===== src/rtl/core/zcl_pkg.sv =====
// ----------------------------------------------------------------------------
// zcl_pkg
// Shared types and constants of the zero-cross lamp scr driver.
// ----------------------------------------------------------------------------
`timescale 1ns / 1ps
`default_nettype none

package zcl_pkg;

  localparam int unsigned MAX_BANKS = 3;
  localparam int unsigned COL_W     = 15;
  localparam int unsigned OP_W      = 2;
  localparam int unsigned DATA_W    = 8;
  localparam int unsigned LAMP_COL_W = 4;

  localparam logic [COL_W-1:0]      COL_MASK  = 15'h7FFF;
  localparam logic [LAMP_COL_W-1:0] ADDR_MASK = 4'hF;
  localparam int unsigned           GATE_BIT  = 1;
  localparam int unsigned           STROBE_BIT = 0;
  localparam int unsigned           BANK_SEL_LSB = 5;

  typedef enum logic [OP_W-1:0] {
    OP_PORT_A     = 2'd0,
    OP_STROBE     = 2'd1,
    OP_ZERO_CROSS = 2'd2,
    OP_PORT2      = 2'd3
  } zcl_op_e;

  typedef struct packed {
    logic [MAX_BANKS-1:0][COL_W-1:0] conduct;
    logic [MAX_BANKS-1:0]            changed;
    logic                            timer_irq;
    logic                            phase_b;
  } zcl_result_t;

endpackage

`default_nettype wire


===== src/rtl/core/zcl_lamp_core.sv =====
// ----------------------------------------------------------------------------
// zcl_lamp_core
// Lamp state registers and the single-pass update for one word.
// ----------------------------------------------------------------------------
`timescale 1ns / 1ps
`default_nettype none

module zcl_lamp_core #(
  parameter int unsigned NUM_BANKS   = 3,
  parameter int unsigned NUM_COLUMNS = 15
) (
  input  wire logic                       clk_i,
  input  wire logic                       rst_ni,
  input  wire logic                       fire_i,
  input  wire zcl_pkg::zcl_op_e           op_i,
  input  wire logic [zcl_pkg::DATA_W-1:0] data_i,
  output zcl_pkg::zcl_result_t            res_o
);
  import zcl_pkg::*;

  localparam logic [LAMP_COL_W:0] COL_LIMIT = (LAMP_COL_W+1)'(NUM_COLUMNS);

  logic [DATA_W-1:0]                port_a_q, port_a_d;
  logic                             strobe_q, strobe_d;
  logic [LAMP_COL_W-1:0]            column_q, column_d;
  logic                             phase_a_q, phase_a_d;
  logic                             gate_q, gate_d;
  logic [NUM_BANKS-1:0][COL_W-1:0]  drivers_q, drivers_d;
  logic [NUM_BANKS-1:0][COL_W-1:0]  conduct_q, conduct_d;
  logic [NUM_BANKS-1:0]             changed;
  logic [MAX_BANKS-1:0]             bank_sel;
  logic [COL_W-1:0]                 onehot;
  logic [COL_W-1:0]                 drv_new;
  logic                             refresh;

  always_comb begin
    port_a_d  = port_a_q;
    strobe_d  = strobe_q;
    column_d  = column_q;
    phase_a_d = phase_a_q;
    gate_d    = gate_q;
    refresh   = 1'b1;
    case (op_i)
      OP_PORT_A: begin
        port_a_d = data_i;
      end
      OP_STROBE: begin
        if (strobe_q && !data_i[STROBE_BIT]) begin
          column_d = port_a_q[LAMP_COL_W-1:0] & ADDR_MASK;
        end
        strobe_d = data_i[STROBE_BIT];
      end
      OP_ZERO_CROSS: begin
        phase_a_d = ~phase_a_q;
      end
      OP_PORT2: begin
        gate_d  = data_i[GATE_BIT];
        refresh = 1'b0;
      end
      default: begin
        refresh = 1'b0;
      end
    endcase

    // inverted bank enables on port a bits 7..5
    bank_sel = ~port_a_d[BANK_SEL_LSB +: MAX_BANKS];
    if ({1'b0, column_d} < COL_LIMIT) begin
      onehot = (COL_W'(1) << column_d) & COL_MASK;
    end else begin
      onehot = '0;
    end

    drv_new = '0;
    for (int b = 0; b < NUM_BANKS; b++) begin
      drv_new = bank_sel[b] ? onehot : '0;
      if (refresh) begin
        drivers_d[b] = drv_new;
        conduct_d[b] = ((op_i == OP_ZERO_CROSS) ? drivers_q[b] : conduct_q[b]) | drv_new;
      end else begin
        drivers_d[b] = drivers_q[b];
        conduct_d[b] = conduct_q[b];
      end
      changed[b] = (conduct_d[b] != conduct_q[b]);
    end
  end

  always_ff @(posedge clk_i or negedge rst_ni) begin
    if (!rst_ni) begin
      port_a_q  <= '0;
      strobe_q  <= 1'b0;
      column_q  <= '0;
      phase_a_q <= 1'b0;
      gate_q    <= 1'b0;
      drivers_q <= '0;
      conduct_q <= '0;
    end else if (fire_i) begin
      port_a_q  <= port_a_d;
      strobe_q  <= strobe_d;
      column_q  <= column_d;
      phase_a_q <= phase_a_d;
      gate_q    <= gate_d;
      drivers_q <= drivers_d;
      conduct_q <= conduct_d;
    end
  end

  for (genvar g = 0; g < MAX_BANKS; g++) begin : g_bank
    if (g < NUM_BANKS) begin : g_used
      assign res_o.conduct[g] = conduct_d[g];
      assign res_o.changed[g] = changed[g];
    end else begin : g_unused
      assign res_o.conduct[g] = '0;
      assign res_o.changed[g] = 1'b0;
    end
  end

  assign res_o.timer_irq = phase_a_d & ~gate_d;
  assign res_o.phase_b   = ~phase_a_d;

endmodule

`default_nettype wire


===== src/rtl/core/zero_cross_lamp_scr_driver.sv =====
// ----------------------------------------------------------------------------
// zero_cross_lamp_scr_driver
// Lamp scr bank driver: port a, strobe, port 2 and zero-cross words in,
// conduct masks, change flags and phase lines out.
// ----------------------------------------------------------------------------
// path: an accepted word passes the input register, then the result register
// throughput: one word per cycle while the result is not stalled, set by the state update
// a stalled result holds while the input register still takes one word
// reset: asynchronous, clears lamp state, phase, gate and both valid flags
`timescale 1ns / 1ps
`default_nettype none

module zero_cross_lamp_scr_driver #(
  parameter int unsigned NUM_BANKS   = 3,
  parameter int unsigned NUM_COLUMNS = 15
) (
  input  wire logic                       clk_i,
  input  wire logic                       rst_ni,
  input  wire logic                       in_valid_i,
  output logic                            in_stall_o,
  input  wire logic [zcl_pkg::OP_W-1:0]   operation_i,
  input  wire logic [zcl_pkg::DATA_W-1:0] data_i,
  output logic                            out_valid_o,
  input  wire logic                       out_stall_i,
  output logic [zcl_pkg::COL_W-1:0]       conduct_bank0_o,
  output logic [zcl_pkg::COL_W-1:0]       conduct_bank1_o,
  output logic [zcl_pkg::COL_W-1:0]       conduct_bank2_o,
  output logic [zcl_pkg::MAX_BANKS-1:0]   changed_mask_o,
  output logic                            timer_irq_o,
  output logic                            phase_b_line_o
);
  import zcl_pkg::*;

  logic              in_valid_q;
  zcl_op_e           in_op_q;
  logic [DATA_W-1:0] in_data_q;
  logic              out_valid_q;
  zcl_result_t       res_d, res_q;
  logic              advance;
  logic              fire;
  logic              in_accept;

  assign advance    = !out_valid_q || !out_stall_i;
  assign fire       = in_valid_q && advance;
  assign in_stall_o = in_valid_q && !advance;
  assign in_accept  = in_valid_i && !in_stall_o;

  always_ff @(posedge clk_i or negedge rst_ni) begin
    if (!rst_ni) begin
      in_valid_q  <= 1'b0;
      out_valid_q <= 1'b0;
    end else begin
      if (in_accept) begin
        in_valid_q <= 1'b1;
      end else if (fire) begin
        in_valid_q <= 1'b0;
      end
      if (fire) begin
        out_valid_q <= 1'b1;
      end else if (!out_stall_i) begin
        out_valid_q <= 1'b0;
      end
    end
  end

  always_ff @(posedge clk_i) begin
    if (in_accept) begin
      in_op_q   <= zcl_op_e'(operation_i);
      in_data_q <= data_i;
    end
    if (fire) begin
      res_q <= res_d;
    end
  end

  zcl_lamp_core #(
    .NUM_BANKS   (NUM_BANKS),
    .NUM_COLUMNS (NUM_COLUMNS)
  ) u_core (
    .clk_i  (clk_i),
    .rst_ni (rst_ni),
    .fire_i (fire),
    .op_i   (in_op_q),
    .data_i (in_data_q),
    .res_o  (res_d)
  );

  assign out_valid_o     = out_valid_q;
  assign conduct_bank0_o = res_q.conduct[0];
  assign conduct_bank1_o = res_q.conduct[1];
  assign conduct_bank2_o = res_q.conduct[2];
  assign changed_mask_o  = res_q.changed;
  assign timer_irq_o     = res_q.timer_irq;
  assign phase_b_line_o  = res_q.phase_b;

endmodule

`default_nettype wire


===== config.mk =====
export PLATFORM = sky130hd
export DESIGN_NAME = zero_cross_lamp_scr_driver
export DESIGN_NICKNAME = d
export VERILOG_FILES = /design/src/rtl/core/zcl_pkg.sv /design/src/rtl/core/zcl_lamp_core.sv /design/src/rtl/core/zero_cross_lamp_scr_driver.sv
export SDC_FILE = /design/constraint.sdc
export NUM_CORES = 1
export LEC_CHECK = 0
export BUFFER_PORTS_ARGS = -buffer_cell sky130_fd_sc_hd__buf_4
export CORE_UTILIZATION = 65
export DETAILED_ROUTE_END_ITERATION = 8
export GPL_TIMING_DRIVEN = 0
export PLACE_DENSITY = 0.86
export SLEW_MARGIN = 25
export SYNTH_ARGS = -nofsm -noshare
export SYNTH_HDL_FRONTEND = slang
export SYNTH_HIERARCHICAL = 1
export SYNTH_SLANG_ARGS = --single-unit
export TNS_END_PERCENT = 1

===== constraint.sdc =====
create_clock -name clk_i -period 11.2 [get_ports clk_i]
set_input_delay 2.24 -clock clk_i [delete_from_list [all_inputs] [get_ports clk_i]]
set_output_delay 2.24 -clock clk_i [all_outputs]
set_load 0.02 [all_outputs]

# == Word-level counts from Yosys, hierarchy flattened ==
# Index checks and enable logic that the tools add are counted.
# totals
regBits,167
inputBits,14
out_inout_bits,52
elab_cells,74
# op_classes
n_lt_le_gt_ge,1
n_eq_ne,7
n_shift,1
mux,19
bitwise_logic,9
reduce_logical,15
# op_table
op,n
15-bit 2-to-1 mux,10
15-bit inequality test,3
15-bit bitwise OR,3
1-bit by 4-bit << shifter with 15-bit output (first input constant),1
4-bit 2-to-1 mux,2
8-bit 2-to-1 mux,1
1-bit 2-to-1 mux,6
2-bit AND reduction,3
1-bit logical NOT,5
2-bit == test (second input constant),2
1-bit logical AND,4
4-bit < comparator (second input constant),1
1-bit NOT,4
3-bit NOT,1
2-bit by 1-bit == test with 1-bit output (second input constant),1
2-bit logical NOT,1
2-bit by 1-bit inequality test with 1-bit output (second input constant),1
2-bit nonzero test,1
1-bit bitwise AND,1
1-bit logical OR,1

# == Longest topological paths before layout ==
# Gate-level depths: netlist of the first run.
# depth
word_depth,10
depth_mapped,11
ltp_nobuf,7

# == Hierarchy ==
# Netlist of the first run, hierarchy kept.
# by_module_without_submodules
module,instances,cells_each,area_per_inst_um2,seq_area_each_um2
zcl_lamp_core,1,704,6289.8,2602.5
zero_cross_lamp_scr_driver,1,68,1894.3,1851.8

# == Least setup slack after synthesis of the first run ==
# OpenSTA, ideal clock, no wires.
# synth_path
kind,input-to-reg
start,in out_stall_i
end,reg u_core/conduct_q[41] (netlist name)
setup_time_ns,0.078
arrival_time_ns,7.062
path_slack_ns,4.060
cell_stages,6
path_buffers,3
path_cell_list,a21boi_0 -> clkbuf_1 -> clkbuf_1 -> clkbuf_1 -> nor2_1 -> a21oi_1
# synth_via
elab_chain_cells,3
# synth_rtl
item,line_no,rtl
"start, declared",zero_cross_lamp_scr_driver.sv:24,"input wire logic out_stall_i,"
1-bit logical NOT,-,
1-bit logical OR,zero_cross_lamp_scr_driver.sv:43,assign advance = !out_valid_q || !out_stall_i;
1-bit logical AND,zero_cross_lamp_scr_driver.sv:44,assign fire = in_valid_q && advance;
"end signal, assigned",zcl_lamp_core.sv:103,conduct_q <= conduct_d;
"end, declared",zcl_lamp_core.sv:29,"logic [NUM_BANKS-1:0][COL_W-1:0] conduct_q, conduct_d;"
# No other way between the ends.
# A chain may end at the register's enable or synchronous reset.

# == Worst setup path in the final report of the first run ==
# layout_path
start,in out_stall_i
end,out in_stall_o
# layout_via
elab_chain_cells,4
# layout_rtl
item,line_no,rtl
1-bit logical NOT,-,
1-bit logical OR,zero_cross_lamp_scr_driver.sv:43,
1-bit logical NOT,zero_cross_lamp_scr_driver.sv:45,assign in_stall_o = in_valid_q && !advance;
1-bit logical AND,zero_cross_lamp_scr_driver.sv:45,
"end, declared",zero_cross_lamp_scr_driver.sv:20,"output logic in_stall_o,"
# No other way between the ends.

==> results.yml, run 1 <==
placement:
  dp_worst_setup_slack_ns: 6.19
  hpwl_um: 15600
  dpl_cell_area_um2: 8920
  numPortBuffers: 64
  dp.cells: 1005
  gp_congestion: 0.940
drt:
  vias_per_cell: 6.69
  routed_wl_um: 23500
  drc: 0
  wire_per_inst_um: 22.7
  num_vias: 6936
  ant_nets: 0
  drt_iter0_markers: 878
  dr.pass1.iters: 6
critical_path:
  worst-setup-path-type: "input port to primary output"
  cp-end-kind: "primary output"
  critical_path_required_ns: 8.96
  start_kind: "input port"
  path_max_fanout: 3
  worst_ep_arrival_time_ns: 2.66
layout:
  fill_cells: 795
  drive_above_1_share_pct: 19.7
  final_util_pct: 78.9
  final_area_um2: 9560
  area_growth_pct: 17.2
  multi_input_area_um2: 3390
  ff_latch_area_um2: 4420
  final_cell_count_no_fill: 1037
  diodes: 0
  nets: 870
logic_synthesis:
  syn_inst: 771
  yosysWarnings: 6
  synth_nets: 785
  syn_avg_cell_area_um2: 10.6
  synth_area_um2: 8150
timing:
  hold_violations: 0
  fin_skew_ns: 0.00915
  worstMarginPinSlew_ns: 1.13
  tns_ns: 0
  fmax_ghz: 0.204
  fin_ws_ns: 6.30
  period_needed_ns: 4.90
  fin_crit_sh_pct: 43.7
  max_slew_margin_pct: 22.2
  rsz0062_at_grt: "no"
  finalSetupViolations: 0
  hold_slack_ns: 0.479
  slew_viol_final: 0
clocking:
  clock_path_buffers: 2
  numCtsBuffers: 17
  cts-resized-gates: 0
  cts_tree: "built"
  worstSkewPairLatency_ns: 0.44
  h-tree-depth: 4
  cts_sinks: 165
  ctsHoldBuffers: 0
  clkTransAtPathRegs_ns: 0.06
  cts_setup_buffers: 0
  cts_root_buf: "clkbuf_16"
die:
  ios: 66
  die_height_um: 114
  core.rowCount: 40
  start_util_pct: 67.3
  die-area_um2: 13000
  fp.dieW_um: 114
  coreArea_um2: 12100
power:
  p_leak_nw: 4.06
  pwr-share-clk_pct: 29.0
  p_per_area_nw_per_um2: 226
  power.switching_mw: 0.743
  ir_drop_mv: 0.158
  p_total_mw: 2.16
  cell_internal_pwr_mw: 1.41
  power_frac_comb_pct: 29.9
  power.share.switching_pct: 34.4
  seq_power_share_pct: 41.2
global_routing:
  grt_pass1_vias: 6693
  grt_use_total_pct: 38.3
  grt_pass1_wl_um: 36300
  antenna_found_initial: 0
  grt_overflow_total: 0
  grt_max_degree: 107
job:
  drv_cap: 0
outcome:
  status: "complete, no violations"
worst_hold_path:
  hp-class: "flip-flop to flip-flop"
-- flip-flops by register name (all words and copies together) (netlist names), 2 cells and up --
register,flops
conduct_bank2_o,15
in_data_q,7
u_core/column_q,4
u_core/conduct_q,45
in_op_q,2
changed_mask_o,3
conduct_bank0_o,15
conduct_bank1_o,15
u_core/port_a_q,7
u_core/drivers_q,45
-- worst paths after layout --
kind | from | to | slack, ns | cells after the start
max | out_stall_i | in_stall_o | 6.30 | 4
min | in_data_q[3] | u_core/port_a_q[3] | 0.48 | 1
max reg2reg | out_valid_o | u_core/conduct_q[9] | 7.97 | 7
min reg2reg | in_data_q[3] | u_core/port_a_q[3] | 0.48 | 1
max in group asynchronous | rst_ni | u_core/conduct_q[25] | 8.66 | 1
min in group asynchronous | rst_ni | u_core/port_a_q[2] | 1.89 | 1
-- worst max-delay path, cell delays in order --
cell and delay (ns):
buf_4 0.13, nand3_2 0.08, inv_1 0.05, buf_4 0.15
-- cell usage in the layout (no fill, tap or decap), types with 17 or more instances in the layout --
cell type and count:
o21ai_0 58, a21oi_1 30, edfxtp_1 59, o22ai_1 20, nor2_1 61, buf_4 63
mux2_2 31, a21o_1 21, clkbuf_16 17, inv_1 33, nand2_1 105, dfrtp_1 106
clkbuf_1 36
-- layer usage --
metal / up-vias / global-route usage [%] / share of wire [%]
met3: 106 / 8.34 / 9.6
met2: 447 / 60.2 / 47
li1: 3016 / - / -
met1: 3367 / 49.1 / 38
met5: - / 0 / 0
met4: 0 / 22.9 / 5.5
-- area by class of cell --
type	count	area share, %
timing repair buffer	66	5.67
inverter	33	1.30
clock buffer	21	4.82
clock inverter	11	1.83
buffer	48	2.41
multi-input combinational	525	35.5
tap	168	2.20
sequential	165	46.3
-- power by group through the flow --
stage | Combinational (mW) | Clock, mW | Sequential (mW)
3_3_place_gp | 0.602 | 0 | 0.882
6_report | 0.645 | 0.625 | 0.888
3_5_place_dp | 0.626 | 0 | 0.889
2_1_floorplan | 0.385 | 0 | 0.905
5_1_grt | 0.690 | 0.651 | 0.902
4_1_cts | 0.632 | 0.627 | 0.881
Power figures use the tool's default switching activity.
==> run 2, diff against run 1 <==
Settings changed: CORE_UTILIZATION 65 to 60, PLACE_DENSITY 0.86 to 0.8.
Clock period 11.2 ns to 4.6 ns, I/O delays scaled along.
==> results.yml, run 2 (synthesized netlist as in run 1, its figures left out) <==
clocking:
  cts_sinks: 165
  clkTransAtPathRegs_ns: 0.06
  ctsHoldBuffers: 0
  worstSkewPairLatency_ns: 0.43
  cts_root_buf: "clkbuf_16"
  h-tree-depth: 4
  cts_setup_buffers: 0
  numCtsBuffers: 17
  cts_tree: "built"
  clock_path_buffers: 2
  cts-resized-gates: 0
critical_path:
  worst-setup-path-type: "flip-flop to flip-flop"
  cp-end-kind: "flip-flop"
  start_kind: "flip-flop"
  critical_path_required_ns: 4.73
  r2r_setup_slack_ns: 1.40
  path_max_fanout: 10
  worst_ep_arrival_time_ns: 3.32
placement:
  dpl_cell_area_um2: 8930
  hpwl_um: 15300
  gp_congestion: 0.913
  numPortBuffers: 64
global_routing:
  antenna_found_initial: 0
  grt_pass1_vias: 6531
  grt_use_total_pct: 34.2
  grt_max_degree: 107
  grt_overflow_total: 0
  grt_pass1_wl_um: 35900
layout:
  nets: 870
  layout_commonest_cell: "dfrtp_1"
  final_cell_mix: "dfrtp_1 (106), nand2_1 (105), buf_4 (63), nor2_1 (61), edfxtp_1 (59)"
  final_area_um2: 9530
  area_growth_pct: 16.9
  top_regs: "u_core/conduct_q x45, u_core/drivers_q x45"
  drive_above_1_share_pct: 19.9
  diodes: 0
power:
  ir_drop_mv: 0.324
  p_leak_nw: 4.03
  p_per_area_nw_per_um2: 542
die:
  ios: 66
  start_util_pct: 61.6
  core.rowCount: 42
  fp.dieW_um: 119
  die-area_um2: 14100
  die_height_um: 119
  coreArea_um2: 13200
timing:
  period_needed_ns: 3.20
  fin_crit_sh_pct: 69.5
  rsz0062_at_grt: "no"
  max_slew_margin_pct: 27.9
  worstMarginPinSlew_ns: 1.05
  tns_ns: 0
  slew_viol_final: 0
  hold_violations: 0
  fmax_ghz: 0.313
  finalSetupViolations: 0
  fin_skew_ns: 0.00709
drt:
  drt_iter0_markers: 1033
  routed_wl_um: 22800
  num_vias: 6897
  vias_per_cell: 6.60
  drc: 0
  dr.pass1.iters: 6
  ant_nets: 0
  wire_per_inst_um: 21.8
job:
  drv_cap: 0
worst_hold_path:
  hp-class: "flip-flop to flip-flop"
outcome:
  status: "complete, no violations"
==> run 2: cell types whose count changed in the layout (fill, tap and decap cells not counted) <==
cell,change
bufinv_16,-1
clkbuf_1,-1
clkbuf_8,-1
clkinv_2,+2
clkinv_4,-4
clkinvlp_4,+4
inv_4,+1
mux2i_1,-1
mux2i_2,+1
==> run 2: cell type report <==
| class | instances | area, um2 |
|---|---|---|
| Clock inverter | 13 | 156 |
| Inverter | 33 | 124 |
| Buffer | 48 | 230 |
| Timing Repair Buffer | 66 | 542 |
| Fill cell | 986 | 3710 |
| Clock buffer | 19 | 443 |
| Sequential cell | 165 | 4420 |
| Multi-Input combinational cell | 525 | 3390 |
| Tap cell | 176 | 220 |
==> run 2: power breakdown <==
part | leakage [nW] | total [mW] | switching (mW) | internal, mW
sequential | 1.93 | 2.16 | 0.280 | 1.88
clock | 0.277 | 1.44 | 0.578 | 0.863
combinational | 1.82 | 1.57 | 0.936 | 0.629
==> run 2: layer usage <==
layer | part of all wire (%) | global-route usage (%) | vias to the layer above | wire length, um
met4 | 4.0 | 16.1 | 0 | 908
met3 | 10 | 7.00 | 75 | 2370
li1 | - | - | 2995 | -
met2 | 46 | 52.2 | 443 | 10500
met5 | 0 | 0 | - | 0
met1 | 40 | 46.9 | 3384 | 9040
==> run 2: final timing paths <==
path | start | end | depth (start not counted)
worst min-delay path | in_data_q[2] | u_core/port_a_q[2] | 1
worst max-delay path | in_op_q[0] | changed_mask_o[1] | 8
min in group asynchronous | rst_ni | u_core/port_a_q[3] | 1
max in group asynchronous | rst_ni | u_core/conduct_q[8] | 1
worst max register to register | in_op_q[0] | changed_mask_o[1] | 8
worst min register to register | in_data_q[2] | u_core/port_a_q[2] | 1
==> run 2: stage by stage <==
step	setup WS, ns	util, %	total power [mW]	cells	hold slack, ns
after global routing	1.33	72.0	5.38	1045	0.504
after detailed placement	1.06	67.4	3.68	1013	0.464
after global placement	-1.79	66.9	3.61	1011	0.456
after CTS	1.49	71.9	5.12	1045	0.479
after floorplan	0.178	-	3.14	771	0.450
final	1.40	72.0	5.16	1045	0.477
==> run 2: worst max-delay path: stages (launching register included) <==
cell and delay [ns]:
edfxtp_1 0.35, buf_6 0.15, nand2b_1 0.10, buf_2 0.22, buf_1 0.48, clkbuf_1 0.59, nor4b_1 0.16, a2111oi_0 0.61
nand4_1 0.23
